### src/hdl/bkv_pkg.sv
// ----------------------------------------------------------------------------
// Bounded key/value table package
// Sizes, codes and the structures passed along the chain of table cells.
// ----------------------------------------------------------------------------
package bkv_pkg;

    localparam int DEPTH      = 64;
    localparam int DATA_WIDTH = 32;
    localparam int KEY_WIDTH  = 32;
    localparam int IDX_W      = (DEPTH > 1) ? $clog2(DEPTH) : 1;
    localparam int CNT_W      = $clog2(DEPTH + 1);
    localparam int LIM_W      = 7;
    localparam int CMP_W      = (CNT_W > LIM_W) ? CNT_W : LIM_W;

    localparam logic [LIM_W-1:0] MAX_ENTRIES_RESET = 7'd64;

    localparam logic [1:0] CMD_ADD    = 2'd0;
    localparam logic [1:0] CMD_DELETE = 2'd1;
    localparam logic [1:0] CMD_FIND   = 2'd2;
    localparam logic [1:0] CMD_CLEAR  = 2'd3;

    localparam logic [1:0] STATUS_DONE   = 2'd0;
    localparam logic [1:0] STATUS_FULL   = 2'd1;
    localparam logic [1:0] STATUS_EXISTS = 2'd2;
    localparam logic [1:0] STATUS_ABSENT = 2'd3;

    typedef enum logic [1:0] {
        ST_IDLE,
        ST_SCAN,
        ST_DELIVER
    } state_t;

    // Search token that walks the chain, one cell per cycle.
    typedef struct packed {
        logic                  valid;
        logic                  hit;
        logic [IDX_W-1:0]      hit_idx;
        logic                  free;
        logic [IDX_W-1:0]      free_idx;
        logic [DATA_WIDTH-1:0] data;
    } token_t;

    // Table update broadcast to every cell.
    typedef struct packed {
        logic                  set_en;
        logic                  clr_en;
        logic                  clr_all;
        logic [IDX_W-1:0]      set_idx;
        logic [IDX_W-1:0]      clr_idx;
        logic [KEY_WIDTH-1:0]  key;
        logic [DATA_WIDTH-1:0] data;
    } update_t;

endpackage

### src/hdl/bkv_cell.sv
// ----------------------------------------------------------------------------
// Bounded key/value table cell
// Holds one slot and forwards the search token with its own match and
// free-slot findings folded in.
// ----------------------------------------------------------------------------
module bkv_cell (
    input  logic                                aclk,
    input  logic                                aresetn,
    input  logic [bkv_pkg::IDX_W-1:0]           cell_index,
    input  logic [bkv_pkg::KEY_WIDTH-1:0]       req_key,
    input  bkv_pkg::token_t                     tok_in,
    output bkv_pkg::token_t                     tok_out,
    input  bkv_pkg::update_t                    update,
    output logic                                slot_valid
);

    logic                              valid_reg;
    logic [bkv_pkg::KEY_WIDTH-1:0]     key_reg;
    logic [bkv_pkg::DATA_WIDTH-1:0]    data_reg;
    bkv_pkg::token_t                   tok_reg;
    bkv_pkg::token_t                   tok_next;
    logic                              match;

    assign match = valid_reg && (key_reg == req_key);

    always_comb begin
        tok_next          = tok_in;
        tok_next.hit      = tok_in.hit | match;
        tok_next.hit_idx  = tok_in.hit ? tok_in.hit_idx : cell_index;
        tok_next.data     = tok_in.hit ? tok_in.data : data_reg;
        tok_next.free     = tok_in.free | !valid_reg;
        tok_next.free_idx = tok_in.free ? tok_in.free_idx : cell_index;
    end

    always_ff @(posedge aclk) begin
        if (!aresetn) begin
            valid_reg     <= 1'b0;
            tok_reg.valid <= 1'b0;
        end else begin
            tok_reg <= tok_next;
            if (update.clr_all) begin
                valid_reg <= 1'b0;
            end else if (update.clr_en && update.clr_idx == cell_index) begin
                valid_reg <= 1'b0;
            end else if (update.set_en && update.set_idx == cell_index) begin
                valid_reg <= 1'b1;
            end
        end
    end

    always_ff @(posedge aclk) begin
        if (update.set_en && update.set_idx == cell_index) begin
            key_reg  <= update.key;
            data_reg <= update.data;
        end
    end

    assign tok_out    = tok_reg;
    assign slot_valid = valid_reg;

endmodule

### config.mk
export PLATFORM = sky130hd
export DESIGN_NAME = bkv_cell
export DESIGN_NICKNAME = d
export VERILOG_FILES = /design/src/hdl/bkv_pkg.sv /design/src/hdl/bkv_cell.sv
export SDC_FILE = /design/constraint.sdc
export NUM_CORES = 1
export LEC_CHECK = 0
export ABC_CLOCK_PERIOD_IN_PS = 7970
export BUFFER_PORTS_ARGS = -buffer_cell sky130_fd_sc_hd__buf_2
export CORE_MARGIN = 3
export CORE_UTILIZATION = 49
export DETAILED_ROUTE_END_ITERATION = 16
export PLACE_DENSITY = 0.84
export SYNTH_ARGS = -nofsm -noshare
export SYNTH_HDL_FRONTEND = slang
export SYNTH_SLANG_ARGS = --single-unit
### constraint.sdc
create_clock -name aclk -period 7.97 [get_ports aclk]
set_input_delay 0.797 -clock aclk [delete_from_list [all_inputs] [get_ports aclk]]
set_output_delay 0.797 -clock aclk [all_outputs]
set_load 0.02 [all_outputs]
# Word-level counts from Yosys, hierarchy flattened
# Cells that the tools add are included.
# Widths: inputs -> output; s select.
# word_totals
ff_bits,112
input_bits,166
out_inout_bits,48
wordCells,23
# classes
n_eq_ne,3
n_mux,3
n_bitwise,3
reduce_logical,5
# op_table
operator,count
$eq 32x32->1,1
$mux 32,1
$eq 6x6->1,2
$mux 6,2
$logic_and 1x1->1,3
$reduce_or 3->1,1
$or 1x1->1,2
$logic_not 1->1,1
$not 1->1,1

# Logic depth before layout (Yosys ltp)
# Gate-level depths: netlist (run 1).
# depth
ltp_word,3
mapped_depth,4
mapped_depth_nobuf,4

# Worst setup path before layout (run 1)
# No wires, ideal clock.
# synth_timing
path_kind,input-to-reg
start,input cell_index[1] (netlist name)
end,"register data_reg[0] (netlist name), enable pin"
setup_ns,0.524
arrival_time_ns,4.575
required_time_ns,7.446
slack_ns,2.871
path_stages,2
path_cell_list,xor2_1 -> nor4_2
# synth_via
elab_chain_len,2
# synth_rtl
element,line,rtl
from (decl),bkv_cell.sv:9,"input logic [bkv_pkg::IDX_W-1:0] cell_index,"
$eq 6x6->1,bkv_cell.sv:52,if (update.set_en && update.set_idx == cell_index) begin
$logic_and 1x1->1,bkv_cell.sv:52,
to (signal assigned),bkv_cell.sv:54,data_reg <= update.data;
to (decl),bkv_cell.sv:19,logic [bkv_pkg::DATA_WIDTH-1:0] data_reg;
# Every way passes these cells.
# A chain may end at the register's enable or synchronous reset.

# Worst setup path in the final report (run 1)
# layout_timing
start,input cell_index[3] (netlist name)
end,"register data_reg[11] (netlist name), enable pin"
# The elaborated chain is that of the path after synthesis.

==> results.yml, run 1 <==
critical_path:
  cp_num_buf_inv: 2
  cp_cell_sequence: "buf_2 > xnor2_1 > nand4_1 > nor4_4 > buf_4"
  cp.arrival_ns: 2.18
  cp-startpoint: "cell_index[3]"
  max_stage_delay_ns: 0.65
  cp.required_ns: 7.96
  endpoint_kind: "register"
  cp-start-kind: "input port"
  reg2reg_slack_ns: 6.67
  crit_type: "input port to register"
  worst-path-max-fanout: 65
  r2r_cells: 4
  rr_startpoint: "key_reg[27]"
  crit_slowest_cell: "buf_4"
  crit_family: "buffers and inverters"
  r2r-end: "tok_out[45]"
drt:
  post_drt_wl_per_cell_um: 16.6
  routed_wl_um: 9210
  vias: 2720
  drc: 0
  detail-route-antenna-nets: 0
  dr.pass1.iters: 6
  viasPerCell: 4.90
  drt_iter0_markers: 83
global_routing:
  grt_pass1_wl_um: 13500
  grt_use_total: 0.178
  grt_max_degree: 66
  antenna_found_initial: 0
  grt-ovfl-total: 0
  grt_pass1_vias: 2884
synth:
  yosys-top-cells-count: "110 x edfxtp_1, 34 x xnor2_1, 27 x mux2_2"
  avgSynthCellArea_sq_um: 19.5
  yosysUniqueCellTypes: 20
  synthArstFlopShare: 0
  synth_most_common_cell: "edfxtp_1"
  synthTopCellsByArea: "edfxtp_1 75%, mux2_2 6.9%, xnor2_1 6.8%"
  syn_area_sq_um: 4380
  ys_seq_elements: 112
  synth_top_area_frac: 0.754
  synth_edf_count: 110
  yosys.area.top_type: "edfxtp_1"
  yosys_warnings: 0
  ys.flop_type: "edfxtp_1"
  syn_inst: 225
  synth_fp_nets: 391
  yosysSeqAreaShare: 0.763
floorplan:
  initial_core_util: 0.518
  row_count: 33
  die_x_um: 101
  io_pins: 214
  die-area_sq_um: 10100
  core_area_sq_um: 8460
  die_h_um: 101
cts:
  hold_buffers: 0
  clock_latency_ns: 0.36
  numCtsBuffers: 9
  cts_buffer_depth: 2
  cts_resized: 0
  cts_tree: "yes"
  clkTransAtPathRegs_ns: 0.10
  cts_root_buf: "clkbuf_8"
  cts_sinks: 112
  post_cts_buffers: 0
  cts_max_level: 3
timing:
  fin_crit_sh: 0.275
  setup-tns-final_ns: 0
  final_hold_viol_count: 0
  worstMarginPinSlew_ns: 1.09
  finalClockSkew_ns: 0.0176
  finalSetupViolations: 0
  slew_headroom: 0.273
  fmax_ghz: 0.456
  final_max_slew_viol_count: 0
  post-route-min-period_ns: 2.19
  rsz0062_at_grt: "false"
layout:
  final_nets: 611
  drive_gt1_frac: 0.569
  fin_area_sq_um: 5750
  area_delta_synth_final_pct: 31.2
  final_util: 0.679
  fin_cells: 555
  largest_reg_flops: 47
  num_antenna_cells: 0
place:
  dp_hpwl_um: 7010
  gp_congestion: 0.849
  dp_cells: 539
  placed_area_sq_um: 5570
  io_buffers: 213
hold_path:
  min_to: "tok_out[38]"
  min_path_cells: 1
  min_path_type: "register to register"
  hp-start: "slot_valid"
pwr:
  powerDensity_nw_per_um2: 192
  total_power_mw: 1.10
  peakVddDrop_mv: 0.119
  power.leakage_nw: 2.29
flow_run:
  maxCapViolCount: 0
status:
  status: "complete, no violations"
-- stage by stage --
stage,setup slack [ns],hold WS [ns]
after global placement,5.49,0.494
after CTS,5.81,0.537
after global routing,5.67,0.549
after detailed placement,5.43,0.513
after floorplan,2.87,0.501
final,5.78,0.531
-- cell type report --
| type | count | area (sq um) |
|---|---|---|
| clock inverters | 7 | 53.8 |
| flip-flops and latches | 112 | 3340 |
| clock buffers | 9 | 124 |
| fillers | 620 | 2710 |
| repair buffers | 214 | 1070 |
| well taps | 105 | 131 |
| inverters | 1 | 3.75 |
| multi-input cells | 107 | 1020 |
-- per-layer routing --
metal	GRT usage	share of wire
met5	0	0
met4	0.0694	0.017
met3	0.0415	0.079
met2	0.329	0.55
met1	0.196	0.36
-- worst max path at each step --
stage / end / slack [ns] / depth (start not counted)
floorplan: data_reg[0] / 2.87 / 2
CTS: data_reg[10] / 5.81 / 5
global placement: key_reg[29] / 5.49 / 5
global route: data_reg[22] / 5.67 / 5
detailed placement: key_reg[4] / 5.43 / 5
finish: data_reg[11] / 5.78 / 5
-- logic make-up (layout without fill, tap and decap cells) --
family                    count (synthesis)  after routing  share of synthesized area
AOI/OAI and AO/OA                         2              2                    0.00457
and+or+nand+nor                          17             17                     0.0254
xor gates and xnor gates                 44             44                     0.0879
DFF                                     112            112                      0.763
buffers and inverters                     6            231                    0.00628
muxes                                    44             44                      0.113
-- report_power, final --
| group | switching (mW) | internal [mW] | leakage, nW |
|---|---|---|---|
| Clock | 0.188 | 0.117 | 0.0912 |
| Sequential | 0.00491 | 0.669 | 1.04 |
| Combinational | 0.0620 | 0.0606 | 1.16 |
-- layout by cell type, fill, tap and decap left out, drive strengths merged --
| cell | n |
|---|---|
| and3 | 1 |
| or4 | 1 |
| nand2b | 1 |
| edfxtp | 110 |
| clkbuf | 9 |
| nor3 | 1 |
| xnor2 | 34 |
| inv | 4 |
| buf | 214 |
| nand4 | 8 |
| o2111a | 1 |
| nand3 | 1 |
| nor4 | 3 |
| xor2 | 10 |
| and2 | 1 |
| dfxtp | 2 |
| clkinv | 4 |
| a31o | 1 |
| mux2 | 44 |
(Power assumes the default switching activity.)
==> run 2, diff against run 1 <==
--- a/config.mk
+++ b/config.mk
@@ -5,12 +5,13 @@
 export SDC_FILE = /design/constraint.sdc
 export NUM_CORES = 1
 export LEC_CHECK = 0
-export ABC_CLOCK_PERIOD_IN_PS = 7970
+export ABC_AREA = 1
+export ABC_CLOCK_PERIOD_IN_PS = 2100
 export BUFFER_PORTS_ARGS = -buffer_cell sky130_fd_sc_hd__buf_2
 export CORE_MARGIN = 3
-export CORE_UTILIZATION = 49
+export CORE_UTILIZATION = 47
 export DETAILED_ROUTE_END_ITERATION = 16
-export PLACE_DENSITY = 0.84
+export PLACE_DENSITY = 0.8
 export SYNTH_ARGS = -nofsm -noshare
 export SYNTH_HDL_FRONTEND = slang
 export SYNTH_SLANG_ARGS = --single-unit
==> constraint.sdc (replaced) <==
create_clock -name aclk -period 2.1 [get_ports aclk]
set_input_delay 0.21 -clock aclk [delete_from_list [all_inputs] [get_ports aclk]]
set_output_delay 0.21 -clock aclk [all_outputs]
set_load 0.02 [all_outputs]
==> results.yml, run 2 <==
status:
  status: "complete, no violations"
drt:
  drt_iter0_markers: 227
  viasPerCell: 4.62
  post_drt_wl_per_cell_um: 14.0
  detail-route-antenna-nets: 0
  drc: 0
  routed_wl_um: 11000
  dr.pass1.iters: 4
  vias: 3645
critical_path:
  crit_family: "simple AND/OR/NAND/NOR gates"
  crit_slowest_cell: "buf_12"
  cp.arrival_ns: 1.33
  crit_type: "input port to register"
  worst-path-max-fanout: 65
  cp_cell_sequence: "buf_2 > or2_0 > a21oi_1 > nand3_1 > nor2_4 > buf_12"
  cp-start-kind: "input port"
  cp.required_ns: 2.12
  max_stage_delay_ns: 0.31
  endpoint_kind: "register"
  cp_num_buf_inv: 2
timing:
  rsz0062_at_grt: "false"
  fmax_ghz: 0.766
  finalSetupViolations: 0
  finalClockSkew_ns: 0.00996
  worstMarginPinSlew_ns: 0.539
  final_max_slew_viol_count: 0
  slew_headroom: 0.640
  setup-tns-final_ns: 0
  fin_crit_sh: 0.621
  final_hold_viol_count: 0
  whs_ns: 0.0222
  post-route-min-period_ns: 1.30
  setup_ws_ns: 0.795
place:
  dp_hpwl_um: 8260
  dp_cells: 752
  gp_congestion: 0.812
  dp_slack_ns: 0.431
  io_buffers: 213
cts:
  cts_sinks: 112
  post_cts_buffers: 0
  cts_root_buf: "clkbuf_8"
  cts_tree: "yes"
  hold_buffers: 1
  numCtsBuffers: 9
  cts_max_level: 3
  clock_latency_ns: 0.36
  cts_resized: 0
  clkTransAtPathRegs_ns: 0.11
  cts_buffer_depth: 2
synth:
  synth_fp_nets: 581
  yosys_warnings: 0
  yosysUniqueCellTypes: 22
  ys_seq_elements: 112
  syn_inst: 415
  synthTopCellsByArea: "edfxtp_1 71%, nand2_1 14%, inv_1 3.7%"
  avgSynthCellArea_sq_um: 11.1
  yosys.area.top_type: "edfxtp_1"
  yosys-top-cells-count: "171 x nand2_1, 110 x edfxtp_1, 45 x inv_1"
  syn_area_sq_um: 4620
  yosysSeqAreaShare: 0.724
  synth_most_common_cell: "nand2_1"
  synth_top_area_frac: 0.715
  ys.flop_type: "edfxtp_1"
  synth_edf_count: 110
  synthArstFlopShare: 0
layout:
  n_fill_cell: 754
  final_cell_mix: "213 x buf_2, 171 x nand2_1, 110 x edfxtp_1"
  fin_cells: 789
  final_util: 0.666
  ff_latch_area_sq_um: 3340
  drive_gt1_frac: 0.362
  num_antenna_cells: 0
  largest_reg_flops: 47
  layout_commonest_cell: "buf_2"
  area_delta_synth_final_pct: 35.7
  multi_input_area_sq_um: 1060
  final_nets: 821
hold_path:
  min_path_type: "input port to register"
floorplan:
  row_count: 35
  die_x_um: 105
  initial_core_util: 0.491
  io_pins: 214
  die-area_sq_um: 11100
  die_h_um: 105
  core_area_sq_um: 9420
pwr:
  power.leakage_nw: 2.92
  powerDensity_nw_per_um2: 696
  peakVddDrop_mv: 0.542
global_routing:
  grt_use_total: 0.195
  antenna_found_initial: 1
  grt_max_degree: 66
  grt_pass1_wl_um: 16900
  grt-ovfl-total: 0
  grt_pass1_vias: 3634
flow_run:
  maxCapViolCount: 0
==> run 2: per-layer routing <==
layer  GRT usage  routed length, um
met5           0                 13
met4      0.0572                165
met1       0.224               4180
met3      0.0544                871
met2       0.354               5800
==> run 2: area by class of cell <==
cell class / instances / share of cell area
Clock inverter: 6 / 0.0112
Inverter: 49 / 0.0293
Clock buffer: 10 / 0.0204
Tap cell: 129 / 0.0257
Sequential cell: 112 / 0.533
Timing Repair Buffer: 238 / 0.210
Multi-Input combinational cell: 245 / 0.170
==> run 2: worst paths after layout <==
kind | startpoint | slack [ns] | to | cells after the start
min reg2reg | slot_valid | 0.52 | slot_valid | 2
max | cell_index[2] | 0.80 | data_reg[28] | 6
min | update[34] | 0.02 | key_reg[2] | 1
max reg2reg | key_reg[26] | 0.86 | tok_out[45] | 9
==> run 2: cell families after synthesis <==
group | count (synthesis) | share of synthesized area
and+or+nand+nor | 211 | 0.179
DFF | 112 | 0.724
buffers and inverters | 58 | 0.0474
AOI/OAI and AO/OA | 20 | 0.0238
xor gates and xnor gates | 14 | 0.0265
==> run 2: report_power, final <==
| part | leakage, nW | switching, mW | internal, mW | total (mW) |
|---|---|---|---|---|
| Sequential | 1.04 | 0.0190 | 2.54 | 2.56 |
| Clock | 0.0891 | 0.712 | 0.559 | 1.27 |
| Combinational | 1.78 | 0.291 | 0.237 | 0.528 |
==> run 2: per-stage QoR <==
stage | total power [mW] | cell area [sq um]
3_5_place_dp | 3.11 | 5860
6_report | 4.36 | 6270
5_1_grt | 4.56 | 6270
2_1_floorplan | 2.83 | 4630
4_1_cts | 4.38 | 6070
3_3_place_gp | 3.10 | 5860
==> run 3, diff against run 2 <==
--- a/config.mk
+++ b/config.mk
@@ -6,12 +6,12 @@
 export NUM_CORES = 1
 export LEC_CHECK = 0
 export ABC_AREA = 1
-export ABC_CLOCK_PERIOD_IN_PS = 2100
+export ABC_CLOCK_PERIOD_IN_PS = 1100
 export BUFFER_PORTS_ARGS = -buffer_cell sky130_fd_sc_hd__buf_2
 export CORE_MARGIN = 3
-export CORE_UTILIZATION = 47
+export CORE_UTILIZATION = 42
 export DETAILED_ROUTE_END_ITERATION = 16
-export PLACE_DENSITY = 0.8
+export PLACE_DENSITY = 0.76
 export SYNTH_ARGS = -nofsm -noshare
 export SYNTH_HDL_FRONTEND = slang
 export SYNTH_SLANG_ARGS = --single-unit
==> constraint.sdc (replaced) <==
create_clock -name aclk -period 1.1 [get_ports aclk]
set_input_delay 0.11 -clock aclk [delete_from_list [all_inputs] [get_ports aclk]]
set_output_delay 0.11 -clock aclk [all_outputs]
set_load 0.02 [all_outputs]
==> results.yml, run 3 (synthesized netlist as in run 2, its figures left out) <==
status:
  status: "finished, violations left"
  violations: "setup timing"
floorplan:
  die-area_sq_um: 12300
  die_x_um: 111
  die_h_um: 111
  core_area_sq_um: 10500
  row_count: 37
  io_pins: 214
  initial_core_util: 0.440
layout:
  final_nets: 885
  fin_cells: 861
  drive_gt1_frac: 0.367
  layout_commonest_cell: "buf_2"
  area_delta_synth_final_pct: 52.0
  final_cell_mix: "210 x buf_2, 171 x nand2_1, 110 x edfxtp_1"
  final_util: 0.668
  largest_reg_flops: 47
cts:
  numCtsBuffers: 9
  clock_latency_ns: 0.36
  cts_tree: "yes"
  cts_root_buf: "clkbuf_8"
  cts_sinks: 112
  clkTransAtPathRegs_ns: 0.11
  cts_buffer_depth: 2
  cts_max_level: 3
critical_path:
  crit_type: "register to register"
  crit_slowest_cell: "edfxtp_1"
  cp.required_ns: 1.32
  cp_num_buf_inv: 0
  cp-startpoint: "key_reg[22]"
  cp-start-kind: "register"
  rr_startpoint: "key_reg[22]"
  cp.arrival_ns: 1.45
  cp_common_cell: "nand2_1"
  worst-path-max-fanout: 1
  max_stage_delay_ns: 0.42
  cp_cell_sequence: "xnor2_2 > nand2_1 > nor2_1 > nand2_1 > nor2_2 > nand2_1 > nand2_1"
  endpoint_kind: "register"
  crit_family: "simple AND/OR/NAND/NOR gates"
timing:
  final_hold_viol_count: 0
  fmax_ghz: 0.813
  rsz0062_at_grt: "true"
  finalSetupViolations: 54
  final_max_slew_viol_count: 0
  whs_ns: 0.0219
  slew_headroom: 0.798
  finalClockSkew_ns: 0.0150
  worstMarginPinSlew_ns: 0.301
  fin_crit_sh: 1.12
  post-route-min-period_ns: 1.23
  setup_ws_ns: -0.130
hold_path:
  hp-start: "tok_in[1]"
  min_path_type: "input port to register"
drt:
  vias: 3907
  viasPerCell: 4.54
  routed_wl_um: 12500
  post_drt_wl_per_cell_um: 14.5
  detail-route-antenna-nets: 0
  dr.pass1.iters: 4
  drt_iter0_markers: 178
  drc: 0
pwr:
  total_power_mw: 8.29
  powerDensity_nw_per_um2: 1180
  power.leakage_nw: 3.25
  peakVddDrop_mv: 0.701
global_routing:
  grt-ovfl-total: 0
  grt_pass1_wl_um: 19400
  grt_use_total: 0.196
  grt_max_degree: 49
  grt_pass1_vias: 4106
  antenna_found_initial: 2
place:
  dp_cells: 772
  dp_hpwl_um: 8390
  gp_congestion: 0.810
  dp_slack_ns: -0.403
  io_buffers: 213
flow_run:
  maxCapViolCount: 0
[run 3: cell types whose count changed in the layout (fill, tap and decap cells not counted), sizes merged, moves of 2 or more]
cell,delta
buf,+16
dlygate4sd3,+44
clkbuf,+3
clkinv,+2
clkinvlp,-2
diode,+2
[run 3: final timing paths]
check           endpoint  slack [ns]  cells past startpoint
min reg2reg  tok_out[15]        0.52                      2
max          tok_out[45]       -0.13                      7
min           tok_out[1]        0.02                      3
max reg2reg  tok_out[45]       -0.13                      7
[run 3: area by class of cell]
class	instances	area [sq um]
Tap cell	136	170
Timing Repair Buffer	302	2070
Fill cell	776	3490
Clock inverter	6	43.8
Antenna cell	2	5.00
Multi-Input combinational cell	245	1080
Sequential cell	112	3340
Clock buffer	9	124
Inverter	49	184
[run 3: where the power goes]
group          internal, mW  switching (mW)
clock                 0.827            1.36
sequential             4.85          0.0369
combinational         0.611           0.596
[run 3: per-layer routing]
| layer | GRT usage | vias up | wire, um |
|---|---|---|---|
| li1 | - | 1956 | - |
| met1 | 0.215 | 1762 | 4710 |
| met2 | 0.361 | 171 | 6440 |
| met3 | 0.0666 | 18 | 1100 |
| met4 | 0.0501 | 0 | 216 |
| met5 | 0 | - | 0 |
[run 3: worst min-delay path: stages]
cell	delay, ns
buf_2	0.08
nand2_1	0.04
nand2_1	0.05
[run 3: timing repair]
item | CTS | global route
pin swaps | 1 | 4
hold buffers | 65 | 0
gates resized for setup | 2 | 10
setup buffers | 0 | 1
endpoints found under the setup margin | 7 | 49
cloned | 0 | 6
hold endpoints to repair | 65 | 0
[run 3: through the flow]
stage,cell area [sq um],TNS [ns]
after CTS,6830,-0.115
after global routing,7020,-3.72
after detailed placement,6010,-23.88
final,7020,-1.02
after floorplan,4630,-53.74
after global placement,6010,-20.09
